## src/hdl/key_press_duration_classifier_unit_defines.svh

```systemverilog
// Assertion macros shared by the key press duration classifier modules.
// Each macro expects clk_i and rst_ni in the scope where it is used.
`ifndef KEY_PRESS_DURATION_CLASSIFIER_UNIT_DEFINES_SVH
`define KEY_PRESS_DURATION_CLASSIFIER_UNIT_DEFINES_SVH

// Clocked assertion, switched off while reset is asserted.
`define KPDC_ASSERT(lbl, prop, msg) \
  lbl: assert property (@(posedge clk_i) disable iff (!rst_ni) prop) \
    else $error(msg);

// Clocked implication between an antecedent and a consequent.
`define KPDC_ASSERT_IMPL(lbl, ante, cons, msg) \
  `KPDC_ASSERT(lbl, (ante) |-> (cons), msg)

`endif

```

## src/hdl/kpdc_pkg.sv

```systemverilog
// Types, codes and constants of the key press duration classifier.
// Used by the lane, merge and top-level modules; depends on nothing.
package kpdc_pkg;

  localparam int unsigned LEVEL_W = 2;
  localparam int unsigned THR_W   = 8;
  localparam int unsigned CNT_W   = 8;
  localparam int unsigned CFG_IDX_W = 2;

  localparam logic [CNT_W-1:0] HOLD_CAP = 8'd239;

  localparam logic [THR_W-1:0] PRESS_TH_RST = 8'd2;
  localparam logic [THR_W-1:0] LONG_TH_RST  = 8'd64;
  localparam logic [THR_W-1:0] VLONG_TH_RST = 8'd175;

  typedef enum logic [CFG_IDX_W-1:0] {
    CFG_PRESS_TH = 2'd0,
    CFG_LONG_TH  = 2'd1,
    CFG_VLONG_TH = 2'd2
  } cfg_reg_e;

  typedef enum logic [2:0] {
    KIND_PRESS       = 3'd0,
    KIND_LONG        = 3'd1,
    KIND_VLONG       = 3'd2,
    KIND_REL_SHORT   = 3'd3,
    KIND_REL_LONG    = 3'd4,
    KIND_REL_VLONG   = 3'd5
  } kind_e;

  typedef enum logic [1:0] {
    CLS_SHORT = 2'd0,
    CLS_LONG  = 2'd1,
    CLS_VLONG = 2'd2
  } press_cls_e;

  typedef struct packed {
    logic [THR_W-1:0] press;
    logic [THR_W-1:0] lng;
    logic [THR_W-1:0] vlong;
  } thr_t;

  typedef struct packed {
    logic [2:0] trig;
    logic       rel;
    press_cls_e cls;
  } lane_ev_t;

  function automatic kind_e rel_kind(press_cls_e c);
    kind_e k;
    case (c)
      CLS_LONG:  k = KIND_REL_LONG;
      CLS_VLONG: k = KIND_REL_VLONG;
      default:   k = KIND_REL_SHORT;
    endcase
    return k;
  endfunction

endpackage

```

## src/hdl/kpdc_lane.sv

```systemverilog
// One key's hold counter, fired marks and press class, updated per scan tick.
// Depends on kpdc_pkg and the assertion macros header.
`include "key_press_duration_classifier_unit_defines.svh"

module kpdc_lane (
  input  logic               clk_i,
  input  logic               rst_ni,
  input  logic               load_i,
  input  logic               released_i,
  input  kpdc_pkg::thr_t     thr_i,
  output kpdc_pkg::lane_ev_t ev_o
);

  logic [kpdc_pkg::CNT_W-1:0] cnt_q, cnt_d, cnt_new;
  logic [2:0]                 fired_q, fired_d, fired_new, hit;
  kpdc_pkg::press_cls_e       cls_q, cls_d, cls_new;

  always_comb begin
    cnt_new = cnt_q;
    if (!released_i && (cnt_q < kpdc_pkg::HOLD_CAP)) begin
      cnt_new = cnt_q + kpdc_pkg::CNT_W'(1);
    end
    hit[0] = cnt_new > thr_i.press;
    hit[1] = hit[0] && (cnt_new > thr_i.lng);
    hit[2] = hit[0] && (cnt_new > thr_i.vlong);
    fired_new = fired_q | hit;
    cls_new = cls_q;
    if (hit[2]) begin
      cls_new = kpdc_pkg::CLS_VLONG;
    end else if (hit[1]) begin
      cls_new = kpdc_pkg::CLS_LONG;
    end else if (hit[0]) begin
      cls_new = kpdc_pkg::CLS_SHORT;
    end
    ev_o.trig = hit & ~fired_q;
    ev_o.rel  = released_i && (fired_new != 3'b000);
    ev_o.cls  = cls_new;
  end

  always_comb begin
    cnt_d   = cnt_q;
    fired_d = fired_q;
    cls_d   = cls_q;
    if (load_i) begin
      cls_d   = cls_new;
      cnt_d   = released_i ? '0 : cnt_new;
      fired_d = released_i ? 3'b000 : fired_new;
    end
  end

  always_ff @(posedge clk_i or negedge rst_ni) begin
    if (!rst_ni) begin
      cnt_q   <= '0;
      fired_q <= 3'b000;
      cls_q   <= kpdc_pkg::CLS_SHORT;
    end else begin
      cnt_q   <= cnt_d;
      fired_q <= fired_d;
      cls_q   <= cls_d;
    end
  end

  `KPDC_ASSERT_IMPL(a_fired_needs_count, fired_q != 3'b000, cnt_q != '0, "fired marks without count")
  `KPDC_ASSERT_IMPL(a_vlong_after_press, fired_q[2] || fired_q[1], fired_q[0], "level fired before press")

endmodule

```

## src/hdl/kpdc_merge.sv

```systemverilog
// Merges the lane events of one tick in order and hands them out one per transfer.
// Depends on kpdc_pkg and the assertion macros header.
`include "key_press_duration_classifier_unit_defines.svh"

module kpdc_merge #(
  parameter int unsigned KEY_COUNT = 2
) (
  input  logic                 clk_i,
  input  logic                 rst_ni,
  input  logic                 load_i,
  input  kpdc_pkg::lane_ev_t   ev_i [KEY_COUNT],
  output logic                 in_stall_o,
  output logic                 out_valid_o,
  input  logic                 out_stall_i,
  output logic                 event_key_o,
  output logic [2:0]           event_kind_o,
  output logic                 last_event_o
);

  localparam int unsigned TW = 3 * KEY_COUNT;
  localparam int unsigned EW = TW + KEY_COUNT;

  logic [EW-1:0]        ev_q, ev_d, ld_vec, pick, rest;
  kpdc_pkg::press_cls_e cls_q [KEY_COUNT];
  logic                 cnt_q, cnt_d;
  logic                 pend_v, take, last;
  logic                 sel_key;
  kpdc_pkg::kind_e      sel_kind;

  logic                 out_valid_q, out_valid_d;
  logic                 out_key_q, out_last_q;
  kpdc_pkg::kind_e      out_kind_q;

  always_comb begin
    ld_vec = '0;
    for (int k = 0; k < KEY_COUNT; k++) begin
      ld_vec[3*k +: 3] = ev_i[k].trig;
      ld_vec[TW + k]   = ev_i[k].rel;
    end
  end

  always_comb begin
    pend_v = |ev_q;
    take   = !out_valid_q || !out_stall_i;
    pick   = ev_q & (~ev_q + EW'(1));
    rest   = ev_q & ~pick;
    last   = cnt_q || (rest == '0);
    sel_key  = 1'b0;
    sel_kind = kpdc_pkg::KIND_PRESS;
    for (int k = 0; k < KEY_COUNT; k++) begin
      for (int j = 0; j < 3; j++) begin
        if (pick[3*k + j]) begin
          sel_key  = 1'(k);
          sel_kind = kpdc_pkg::kind_e'(3'(j));
        end
      end
      if (pick[TW + k]) begin
        sel_key  = 1'(k);
        sel_kind = kpdc_pkg::rel_kind(cls_q[k]);
      end
    end
  end

  always_comb begin
    ev_d  = ev_q;
    cnt_d = cnt_q;
    if (take && pend_v) begin
      ev_d  = last ? '0 : rest;
      cnt_d = !last;
    end
    if (load_i) begin
      ev_d  = ld_vec;
      cnt_d = 1'b0;
    end
    out_valid_d = take ? pend_v : out_valid_q;
    in_stall_o  = pend_v && !(take && last);
  end

  always_ff @(posedge clk_i or negedge rst_ni) begin
    if (!rst_ni) begin
      ev_q        <= '0;
      cnt_q       <= 1'b0;
      out_valid_q <= 1'b0;
    end else begin
      ev_q        <= ev_d;
      cnt_q       <= cnt_d;
      out_valid_q <= out_valid_d;
    end
  end

  always_ff @(posedge clk_i) begin
    if (load_i) begin
      for (int k = 0; k < KEY_COUNT; k++) begin
        cls_q[k] <= ev_i[k].cls;
      end
    end
    if (take && pend_v) begin
      out_key_q  <= sel_key;
      out_kind_q <= sel_kind;
      out_last_q <= last;
    end
  end

  assign out_valid_o  = out_valid_q;
  assign event_key_o  = out_key_q;
  assign event_kind_o = out_kind_q;
  assign last_event_o = out_last_q;

  `KPDC_ASSERT_IMPL(a_more_after_nonlast, out_valid_q && !out_last_q, pend_v, "non-final result without a pending one")
  `KPDC_ASSERT_IMPL(a_second_needs_pending, cnt_q, pend_v, "second-result count without pending events")

endmodule

```

## src/hdl/key_press_duration_classifier_unit.sv

```systemverilog
// Key press duration classifier: one scan tick in, up to two key events out.
// Depends on kpdc_pkg, kpdc_lane, kpdc_merge and the assertion macros header.
//
// Input channel: in_valid_i, in_stall_o and key_levels_i (bit k low means
// key k is pressed). A transfer happens when in_valid_i is high and
// in_stall_o is low. Output channel: out_valid_o, out_stall_i and the event
// fields; last_event_o marks the final event of a tick. A tick that causes
// no event produces no output transfer.
// Each key has its own lane that updates its counter and marks at the
// transfer. The events of a tick wait in the pending stage and then pass
// through the output register, which issues one event per cycle while the
// receiver does not stall; a new tick is accepted when nothing is pending
// or when the last pending event moves to the output register. The threshold
// registers are written through cfg_we_i, cfg_idx_i and cfg_wdata_i; the user
// must write them only while the unit is idle, which the unit does not
// enforce. Writes to index 3 are ignored. Reset clears all counters, marks
// and pending events and restores the default thresholds. While the receiver
// stalls, the presented event holds and ticks are accepted until one that
// causes events waits in the pending stage.
`include "key_press_duration_classifier_unit_defines.svh"

module key_press_duration_classifier_unit #(
  parameter int unsigned KEY_COUNT = 2
) (
  input  logic                                clk_i,
  input  logic                                rst_ni,
  input  logic                                cfg_we_i,
  input  logic [kpdc_pkg::CFG_IDX_W-1:0]      cfg_idx_i,
  input  logic [kpdc_pkg::THR_W-1:0]          cfg_wdata_i,
  input  logic                                in_valid_i,
  output logic                                in_stall_o,
  input  logic [kpdc_pkg::LEVEL_W-1:0]        key_levels_i,
  output logic                                out_valid_o,
  input  logic                                out_stall_i,
  output logic                                event_key_o,
  output logic [2:0]                          event_kind_o,
  output logic                                last_event_o
);

  kpdc_pkg::thr_t     thr_q, thr_d;
  kpdc_pkg::lane_ev_t lane_ev [KEY_COUNT];
  logic               accept;

  assign accept = in_valid_i && !in_stall_o;

  always_comb begin
    thr_d = thr_q;
    if (cfg_we_i) begin
      case (kpdc_pkg::cfg_reg_e'(cfg_idx_i))
        kpdc_pkg::CFG_PRESS_TH: thr_d.press = cfg_wdata_i;
        kpdc_pkg::CFG_LONG_TH:  thr_d.lng   = cfg_wdata_i;
        kpdc_pkg::CFG_VLONG_TH: thr_d.vlong = cfg_wdata_i;
        default:                thr_d       = thr_q;
      endcase
    end
  end

  always_ff @(posedge clk_i or negedge rst_ni) begin
    if (!rst_ni) begin
      thr_q.press <= kpdc_pkg::PRESS_TH_RST;
      thr_q.lng   <= kpdc_pkg::LONG_TH_RST;
      thr_q.vlong <= kpdc_pkg::VLONG_TH_RST;
    end else begin
      thr_q <= thr_d;
    end
  end

  for (genvar k = 0; k < KEY_COUNT; k++) begin : g_lane
    logic rel_lvl;
    if (k < kpdc_pkg::LEVEL_W) begin : g_pin
      assign rel_lvl = key_levels_i[k];
    end else begin : g_tied
      assign rel_lvl = 1'b0;
    end
    kpdc_lane u_lane (
      .clk_i      (clk_i),
      .rst_ni     (rst_ni),
      .load_i     (accept),
      .released_i (rel_lvl),
      .thr_i      (thr_q),
      .ev_o       (lane_ev[k])
    );
  end

  kpdc_merge #(
    .KEY_COUNT (KEY_COUNT)
  ) u_merge (
    .clk_i        (clk_i),
    .rst_ni       (rst_ni),
    .load_i       (accept),
    .ev_i         (lane_ev),
    .in_stall_o   (in_stall_o),
    .out_valid_o  (out_valid_o),
    .out_stall_i  (out_stall_i),
    .event_key_o  (event_key_o),
    .event_kind_o (event_kind_o),
    .last_event_o (last_event_o)
  );

  `KPDC_ASSERT_IMPL(a_no_out_without_tick, $rose(out_valid_o), $past(accept, 2), "result without a tick")

endmodule

```

## config.mk

```make
export PLATFORM = sky130hd
export DESIGN_NAME = key_press_duration_classifier_unit
export DESIGN_NICKNAME = d
export VERILOG_FILES = /design/src/hdl/kpdc_pkg.sv /design/src/hdl/kpdc_lane.sv /design/src/hdl/kpdc_merge.sv /design/src/hdl/key_press_duration_classifier_unit.sv
export VERILOG_INCLUDE_DIRS = /design/src /design/src/hdl
export SDC_FILE = /design/constraint.sdc
export NUM_CORES = 1
export LEC_CHECK = 0
export BUFFER_PORTS_ARGS = -buffer_cell sky130_fd_sc_hd__buf_2
export CAP_MARGIN = 20
export CORE_ASPECT_RATIO = 1.2
export CORE_MARGIN = 2
export CORE_UTILIZATION = 30
export CTS_BUF_LIST = sky130_fd_sc_hd__clkbuf_4 sky130_fd_sc_hd__clkbuf_8
export DETAILED_ROUTE_END_ITERATION = 10
export PLACE_DENSITY = 0.48
export SLEW_MARGIN = 10
export SYNTH_ARGS = -nofsm -noshare
export SYNTH_HDL_FRONTEND = slang
export SYNTH_HIERARCHICAL = 1
export SYNTH_SLANG_ARGS = --single-unit
```

## constraint.sdc

```tcl
create_clock -name clk_i -period 4.6 [get_ports clk_i]
set_input_delay 0 -clock clk_i [delete_from_list [all_inputs] [get_ports clk_i]]
set_output_delay 0 -clock clk_i [all_outputs]
set_load 0.01 [all_outputs]
```

; Word-level counts from Yosys, hierarchy flattened
; Memory sizes are Yosys's and may differ from the RTL's.
; Index checks and enable logic that the tools add are counted.
[word_totals]
output_inout_bits = 7
inputBits = 17
wordCells = 103
mem_bits_rw = 4
memories = 1
register_bits = 65
[op_classes]
n_eq_ne = 6
add_sub_neg = 3
n_reduce_logical = 31
magnitude_cmp = 8
mux = 29
bitwise_logic = 10
[mem_list]
columns = memory, words, word_bits, read_ports, rd_clocked_by_memory_dff, wr, line_no
row1 = u_merge.cls_q, 2, 2, 2, 0, 2, kpdc_merge.sv:24  ; kpdc_pkg::press_cls_e cls_q [KEY_COUNT];
[ops]
columns = cell, n
row1 = 8-bit two-way mux, 7
row2 = 8-bit > comparator, 6
row3 = 8-bit by 1-bit adder with 8-bit output (second input constant), 3
row4 = 3-bit two-way mux, 7
row5 = 8-bit AND, 2
row6 = 8-bit less-than comparator (second input constant), 2
row7 = 8-bit NOT, 2
row8 = 2-bit two-way mux, 7
row9 = 1-bit logical AND, 12
row10 = 3-bit case mux with 2 select lines, 2
row11 = 8-bit zero test, 1
row12 = 8-bit OR reduction, 1
row13 = 1-bit zero test, 7
row14 = 3-bit AND, 2
row15 = 2-bit by 1-bit == test with 1-bit output (second input constant), 3
row16 = 2-bit == test (second input constant), 3
row17 = 1-bit two-way mux, 6
row18 = 3-bit NOT, 2
row19 = 3-bit OR, 2
row20 = 2-bit AND reduction, 3
row21 = 3-bit nonzero test, 2
row22 = 3-bit OR reduction, 1
row23 = 2-bit zero test, 1
row24 = 1-bit logical OR, 2
row25 = 2-bit nonzero test, 1

; Logic depth before layout (Yosys ltp)
; Gate-level depths: netlist (run 1).
[logic_depth]
depth_word = 14
mapped_depth = 14
mapped_depth_nobuf = 14

; Hierarchy
; Netlist (run 1), hierarchy kept.
[by_module_without_submodules]
columns = module, cells_each, area_per_inst_um2, n_inst, seq_area_each_um2
row1 = kpdc_lane, 168, 1406.3, 2, 325.3
row2 = kpdc_merge, 105, 1034.7, 1, 520.5
row3 = key_press_duration_classifier_unit, 52, 928.4, 1, 610.6

; Worst setup path after synthesis (run 1)
; No wires, ideal clock.
[synth_path]
path_kind = register to register
startpoint = reg u_merge.ev_q[3]
endpoint = reg g_lane[0].u_lane.fired_q[2]
arrival_ns = 3.532
path_stages_with_launch = 11
n_path_buf = 1
slack_ns = 0.988
path_cell_list = dfrtp_1 > buf_6 > or4_4 > or3_4 > nor3_1 > a21oi_1 > nor2b_1 > and3_4 > a31oi_4 > nor3_1 > a2bb2oi_1
[synth_via]
elab_chain_cells = 12
word_cells_on_any_way = 13
cone_classes = add/sub (1) / bitwise (4) / reduce/logical (8)
[synth_lines]
columns = element, line_no
row1 = "start, declared", kpdc_merge.sv:23  ; logic [EW-1:0] ev_q, ev_d, ld_vec, pick, rest;
row2 = "start signal, assigned", kpdc_merge.sv:85  ; ev_q <= ev_d;
row3 = 8-bit NOT, kpdc_merge.sv:45  ; pick = ev_q & (~ev_q + EW'(1));
row4 = 8-bit by 1-bit adder with 8-bit output, kpdc_merge.sv:45
row5 = 8-bit AND, kpdc_merge.sv:45
row6 = 8-bit NOT, kpdc_merge.sv:46  ; rest = ev_q & ~pick;
row7 = 8-bit AND, kpdc_merge.sv:46
row8 = 8-bit zero test, kpdc_merge.sv:47  ; last = cnt_q || (rest == '0);
row9 = 1-bit logical OR, kpdc_merge.sv:47
row10 = 1-bit logical AND, kpdc_merge.sv:76  ; in_stall_o = pend_v && !(take && last);
row11 = 1-bit zero test, kpdc_merge.sv:76
row12 = 1-bit logical AND *, kpdc_merge.sv:76
row13 = net in_stall_o, key_press_duration_classifier_unit.sv:31  ; output logic in_stall_o,
row14 = 1-bit zero test *, key_press_duration_classifier_unit.sv:44  ; assign accept = in_valid_i && !in_stall_o;
row15 = 1-bit logical AND *, key_press_duration_classifier_unit.sv:44
row16 = net accept, key_press_duration_classifier_unit.sv:42  ; logic accept;
row17 = "end signal, assigned", kpdc_lane.sv:58  ; fired_q <= fired_d;
row18 = "end, declared", kpdc_lane.sv:15  ; logic [2:0] fired_q, fired_d, fired_new, hit;
; Mark *: on every way through the listed nets, which the timed path passes. The rest lies on a longest branch.
; A chain may end at the register's enable or synchronous reset.

; Worst setup path in the final report (run 1)
[layout_path]
startpoint = reg u_merge.ev_q[4]
endpoint = reg g_lane[1].u_lane.fired_q[2]
[layout_via]
elab_chain_cells = 12
word_cells_on_any_way = 13
cone_classes = add/sub (1) / bitwise (4) / reduce/logical (8)
[layout_lines]
columns = element, line_no
row1 = 8-bit NOT, kpdc_merge.sv:45
row2 = 8-bit by 1-bit adder with 8-bit output, kpdc_merge.sv:45
row3 = 8-bit AND, kpdc_merge.sv:45
row4 = 8-bit NOT, kpdc_merge.sv:46
row5 = 8-bit AND *, kpdc_merge.sv:46
row6 = 8-bit zero test *, kpdc_merge.sv:47
row7 = 1-bit logical OR *, kpdc_merge.sv:47
row8 = net u_merge.last, kpdc_merge.sv:26  ; logic pend_v, take, last;
row9 = 1-bit logical AND *, kpdc_merge.sv:76
row10 = 1-bit zero test *, kpdc_merge.sv:76
row11 = 1-bit logical AND *, kpdc_merge.sv:76
row12 = 1-bit zero test *, key_press_duration_classifier_unit.sv:44
row13 = 1-bit logical AND *, key_press_duration_classifier_unit.sv:44
row14 = net accept, key_press_duration_classifier_unit.sv:42
row15 = "end signal, assigned", kpdc_lane.sv:58
row16 = "end, declared", kpdc_lane.sv:15
; Marked as above.

==> results of run 1 <==
-- sequential cells by signal, summed over array words and instances, names as in the netlist --
signal,count
thr_q,24
g_lane.u_lane/cnt_q,16
u_merge/ev_q,8
g_lane.u_lane/fired_q,6
g_lane.u_lane/cls_q,4
u_merge/cls_q,4
u_merge/event_kind_o,3
u_merge/cnt_q,1
u_merge/event_key_o,1
u_merge/last_event_o,1
u_merge/out_valid_o,1
-- what timing repair did --
action / CTS / global route
gates resized for setup: 0 / 0
hold buffers: 11 / 0
hold endpoints to repair: 78 / 0
-- placed cells by master, fill, tap and decap left out, drive strengths merged, types with 9 or more instances in the layout --
cell type,Yosys,layout
inv,63,63
ha,52,52
dfrtp,52,52
a21oi,32,32
o21ai,32,32
nor2,31,31
mux2,31,31
buf,3,26
nand2,25,25
nor2b,13,13
nor3,12,12
dlygate4sd3,0,11
clkbuf,6,10
o31ai,10,10
edfxtp,9,9
-- cell type report --
| type | instances | area [um^2] |
|---|---|---|
| timing repair buffer | 37 | 248 |
| multi-input combinational | 352 | 2720 |
| inverter | 63 | 236 |
| sequential | 69 | 1780 |
| clock buffer | 10 | 138 |
| tap | 208 | 260 |
| clock inverter | 6 | 62.6 |
| fill | 1606 | 10100 |
-- kinds of logic after synthesis --
logic type / count (synthesis) / share of synthesized area, %
AOI/OAI and AO/OA: 120 / 16.8
xor gates and xnor gates: 10 / 1.83
adders and majority gates: 52 / 13.6
buffers and inverters: 72 / 5.87
DFF: 69 / 37.3
muxes: 34 / 8.10
and+or+nand+nor: 136 / 16.4
-- power by group --
group          switching (mW)  internal [mW]
Combinational           0.234          0.201
Clock                   0.253          0.263
Sequential             0.0623          0.706
-- metrics by stage --
stage	instances	hold slack (ns)	setup slack [ns]	power, mW	utilization, %
4_1_cts	745	0.00107	1.17	1.75	35.0
3_3_place_gp	718	0.229	1.25	1.19	33.0
3_5_place_dp	718	0.244	1.21	1.21	33.0
6_report	745	0.0134	1.20	1.72	35.0
2_1_floorplan	493	-0.296	0.988	1.07	-
5_1_grt	745	0.0315	0.978	1.84	35.0
-- critical path, delay by kind of cell (launching register included) --
family,cells,cell delay (ns)
AO/OA/AOI/OAI,6,1.51
AND/OR/NAND/NOR,2,0.80
flip-flops,1,0.52
buffers and inverters,2,0.47
-- cell usage after synthesis, drive strengths merged, types with 8 or more instances --
| library cell | count | area, um^2 |
|---|---|---|
| a21oi | 32 | 168 |
| dfrtp | 52 | 1300 |
| dfstp | 8 | 210 |
| edfxtp | 9 | 270 |
| ha | 52 | 651 |
| inv | 63 | 236 |
| mux2 | 31 | 357 |
| nand2 | 25 | 93.8 |
| nand2b | 8 | 50.1 |
| nand4 | 8 | 62.6 |
| nor2 | 31 | 116 |
| nor2b | 13 | 81.3 |
| nor3 | 12 | 70.1 |
| o21ai | 32 | 160 |
| o22ai | 8 | 50.1 |
| o31ai | 10 | 88.8 |
-- path summary, 6_finish.rpt --
path / cells past startpoint / slack (ns) / startpoint / endpoint
hold / removal: 2 / 0.01 / key_levels_i[1] / g_lane[1].u_lane/cnt_q[1]
hold reg to reg: 1 / 0.52 / g_lane[1].u_lane/cls_q[1] / g_lane[1].u_lane/cls_q[1]
min in group asynchronous: 3 / 0.33 / rst_ni / g_lane[1].u_lane/cnt_q[5]
setup reg to reg: 10 / 1.20 / u_merge/ev_q[4] / g_lane[1].u_lane/fired_q[2]
max in group asynchronous: 3 / 3.72 / rst_ni / g_lane[0].u_lane/cnt_q[2]
setup / recovery: 10 / 1.20 / u_merge/ev_q[4] / g_lane[1].u_lane/fired_q[2]
-- metal layers --
layer	track usage [%]	up-vias	routed length (um)
met1	17.3	1788	5110
met2	25.5	65	5630
met4	7.64	0	357
met5	0	-	0
met3	2.24	22	287
li1	-	1852	-
==> flow_summary.json, run 1 <==
{
  "area_growth_pct": 14.1,
  "ys_types": 62,
  "via_per_inst": 5.00,
  "grt.total_usage_pct": 14.6,
  "period_share_pct": 74.0,
  "rsz0062_at_grt": "false",
  "num_vias": 3727,
  "setup_tns_ns": 0,
  "place_area_um2": 5140,
  "path_class": "register to register",
  "io_buffer_count": 23,
  "clockBufferDepth": 2,
  "tightest_slew_ns": 0.815,
  "p_per_area_nw_per_um2": 316,
  "crit_slowest_cell": "nor2b_4",
  "worst_setup_path_start_kind": "register",
  "firstDrtPassIters": 4,
  "power_leakage_nw": 2.52,
  "ys_warn_count": 6,
  "dpl.hpwl_um": 8600,
  "grt_max_degree": 61,
  "initial_core_util_pct": 30.7,
  "final_area_um2": 5450,
  "first_iter_violations": 239,
  "h-tree-depth": 3,
  "ys_async_sr_fraction_pct": 87.0,
  "drv_cap": 0,
  "cts_tree": "yes",
  "place_congestion": 0.808,
  "insertion_delay_ns": 0.37,
  "slowest_delay_ns": 0.54,
  "fp-row-count": 50,
  "grt_pass1_vias": 3964,
  "die_y_um": 142,
  "mappedNetlistArea_um2": 4780,
  "crit_arrival_ns": 3.69,
  "slew-limit-headroom_pct": 45.6,
  "setup_viol": 0,
  "gr-total-overflow": 0,
  "critPathMaxFanout": 26,
  "final_hold_viol_count": 0,
  "cts_root_buffer": "clkbuf_8",
  "syn_nets": 562,
  "cp_data_required_time_ns": 4.88,
  "netlist_instances": 493,
  "hp-class": "input port to register",
  "die_area_um2": 16900,
  "ant_nets": 0,
  "crit_chain": "o41a_2 -> a311oi_1 -> o32ai_2 -> inv_1 -> a21oi_1 -> nor2b_4 -> buf_4 -> a31oi_4 -> nor3_1 -> a2bb2oi_1",
  "final_layout_size_suffix_gt1_share_pct": 19.4,
  "slew_viol_final": 0,
  "antenna_found_initial": 0,
  "cts_buffers": 9,
  "synth_edf_count": 9,
  "status": "complete, no violations",
  "clk_pin_slew_ns": 0.08,
  "cts.sinks": 69,
  "routed_wirelength_um": 11400,
  "ys_seq_area_share_pct": 37.3,
  "avgSynthCellArea_um2": 9.69,
  "cp-end-kind": "register",
  "skew_ns": 0.00978,
  "core-area_um2": 15600,
  "drcViolationCount": 0,
  "avgRoutedWirePerCell_um": 15.3,
  "grt_pass1_wl_um": 19400,
  "num_io_pins": 24,
  "min_period_ns": 3.40,
  "final_nets": 601,
  "ys_seq_elements": 69,
  "synth_flop_cell": "dfrtp_1",
  "post_cts_buffers": 0,
  "vdd.ir_drop.worst_uv": 146,
  "max_freq_mhz": 294,
  "antenna_cells": 0,
  "die_w_um": 119
}
Power figures use the tool's default switching activity.
==> run 2: changes to the inputs <==
--- a/config.mk
+++ b/config.mk
@@ -13,7 +13,7 @@
 export CORE_UTILIZATION = 30
 export CTS_BUF_LIST = sky130_fd_sc_hd__clkbuf_4 sky130_fd_sc_hd__clkbuf_8
 export DETAILED_ROUTE_END_ITERATION = 10
-export PLACE_DENSITY = 0.48
+export PLACE_DENSITY = 0.49
 export SLEW_MARGIN = 10
 export SYNTH_ARGS = -nofsm -noshare
 export SYNTH_HDL_FRONTEND = slang
==> constraint.sdc (replaced) <==
create_clock -name clk_i -period 3.1 [get_ports clk_i]
set_input_delay 0 -clock clk_i [delete_from_list [all_inputs] [get_ports clk_i]]
set_output_delay 0 -clock clk_i [all_outputs]
set_load 0.01 [all_outputs]
==> flow_summary.json, run 2 (synthesis gave the netlist of run 1 again) <==
{
  "path_class": "register to register",
  "cts_tree": "yes",
  "reg.largest.list": "thr_q: 24 flops, g_lane.u_lane/cnt_q: 16 flops, u_merge/ev_q: 8 flops",
  "via_per_inst": 4.97,
  "grt_pass1_vias": 3979,
  "grt_pass1_wl_um": 19600,
  "final_hold_viol_count": 0,
  "grt.total_usage_pct": 14.8,
  "fillers": 1574,
  "fin_hold_ws_ns": 0.0753,
  "regMostFlops": "thr_q",
  "num_vias": 3799,
  "num_io_pins": 24,
  "layout_commonest_cell": "inv_1",
  "gr-total-overflow": 0,
  "final_layout_size_suffix_gt1_share_pct": 25.7,
  "drcViolationCount": 0,
  "r2r_start": "g_lane[1].u_lane/cnt_q[1]",
  "routed_wirelength_um": 11700,
  "total_power_mw": 2.58,
  "dpl.hpwl_um": 8910,
  "io_buffer_count": 23,
  "min_period_ns": 2.96,
  "die_w_um": 119,
  "firstDrtPassIters": 4,
  "period_share_pct": 95.6,
  "largest_register_ffs": 24,
  "crit_chain": "ha_2 -> a31oi_4 -> nor2_2 -> or2_1 -> xnor2_2 -> ha_1 -> nand4_2 -> or2_4 -> and3_4 -> a31oi_4 -> mux2_4",
  "dp_cells": 734,
  "layout_common_cells": "63 x inv_1, 52 x dfrtp_1, 50 x ha_1, 30 x a21oi_1, 29 x mux2_2",
  "hp-class": "input port to asynchronous set/reset pin",
  "crit_start": "g_lane[1].u_lane/cnt_q[1]",
  "grt_max_degree": 46,
  "slew_viol_final": 0,
  "clockBufferDepth": 2,
  "critPathMaxFanout": 4,
  "tightest_slew_ns": 0.592,
  "crit_slowest_cell": "dfrtp_1",
  "first_iter_violations": 241,
  "multiInputGateArea_um2": 2840,
  "fp-row-count": 50,
  "status": "complete, no violations",
  "h-tree-depth": 3,
  "cts_buffers": 9,
  "slowest_delay_ns": 0.42,
  "cp_top_family": "simple AND/OR/NAND/NOR gates",
  "initial_core_util_pct": 30.7,
  "final_util_pct": 36.9,
  "die_area_um2": 16900,
  "cts.sinks": 69,
  "final_nets": 621,
  "power_leakage_nw": 2.66,
  "cts_root_buffer": "clkbuf_8",
  "crit_arrival_ns": 3.22,
  "p_per_area_nw_per_um2": 449,
  "worst_setup_path_start_kind": "register",
  "clk_pin_slew_ns": 0.08,
  "die_y_um": 142,
  "setup_viol": 0,
  "cp_data_required_time_ns": 3.36,
  "drv_cap": 0,
  "cp-end-kind": "register",
  "place_congestion": 0.837,
  "antenna_found_initial": 0,
  "place_worst_setup_slack_ns": -0.112,
  "antenna_cells": 0,
  "slew-limit-headroom_pct": 60.1,
  "vdd.ir_drop.worst_uv": 174,
  "area_growth_pct": 20.2,
  "core-area_um2": 15600,
  "avgRoutedWirePerCell_um": 15.3,
  "ant_nets": 0,
  "fin_ws_ns": 0.138,
  "critical_path_buf_inv_count": 0,
  "skew_ns": 0.00702,
  "layout.cells.non_filler": 765,
  "regArea_um2": 1780,
  "max_freq_mhz": 338,
  "insertion_delay_ns": 0.37,
  "cpMostUsedCell": "a31oi_4"
}
## run 2: changes by cell type in the layout (fill, tap and decap cells not counted), sizes merged
cell	change
buf	+19
clkinv	+1
dlygate4sd3	+1
clkinvlp	-1
## run 2: worst paths after layout
kind                                             endpoint  slack, ns  cells after the start
worst max-delay path            g_lane[1].u_lane/cls_q[0]       0.14                     11
worst min-delay path            g_lane[1].u_lane/cnt_q[2]       0.08                      2
worst max register to register  g_lane[1].u_lane/cls_q[0]       0.14                     11
worst min register to register  g_lane[0].u_lane/cls_q[1]       0.50                      1
max in group asynchronous       g_lane[0].u_lane/cnt_q[2]       2.07                      3
min in group clk_i                        u_merge/ev_q[0]       0.08                      3
## run 2: area by class of cell
class,instances,share of cell area [%]
clock buffer,10,2.29
multi-input combinational,352,49.5
inverter,63,4.12
clock inverter,6,1.11
timing repair buffer,57,7.41
sequential,69,31.0
tap,208,4.53
## run 2: metal layers
metal | wire [um] | share of wire (%) | vias to the layer above | track usage, %
li1 | - | - | 1887 | -
met1 | 5170 | 44 | 1843 | 17.5
met2 | 5900 | 50 | 51 | 25.9
met3 | 320 | 2.7 | 18 | 2.36
met4 | 319 | 2.7 | 0 | 7.27
met5 | 0 | 0 | - | 0
## run 2: what timing repair did
item,CTS,global route
pin swaps,0,1
hold buffers,12,0
endpoints found under the hold margin,42,0
gates resized for setup,1,25
setup buffers,0,3
endpoints found under the setup margin,2,21
## run 2: metrics by stage
step | TNS (ns) | area (um^2)
floorplan | 0 | 4780
global placement | 0 | 5280
detailed placement | -0.223 | 5280
CTS | 0 | 5600
global route | -0.000574 | 5740
finish | 0 | 5740
## run 2: power by group
group          internal [mW]  leakage, nW  switching [mW]  total, mW
clock                  0.379       0.0973           0.374      0.753
sequential              1.05        0.853          0.0876       1.13
combinational          0.323         1.71           0.366      0.689
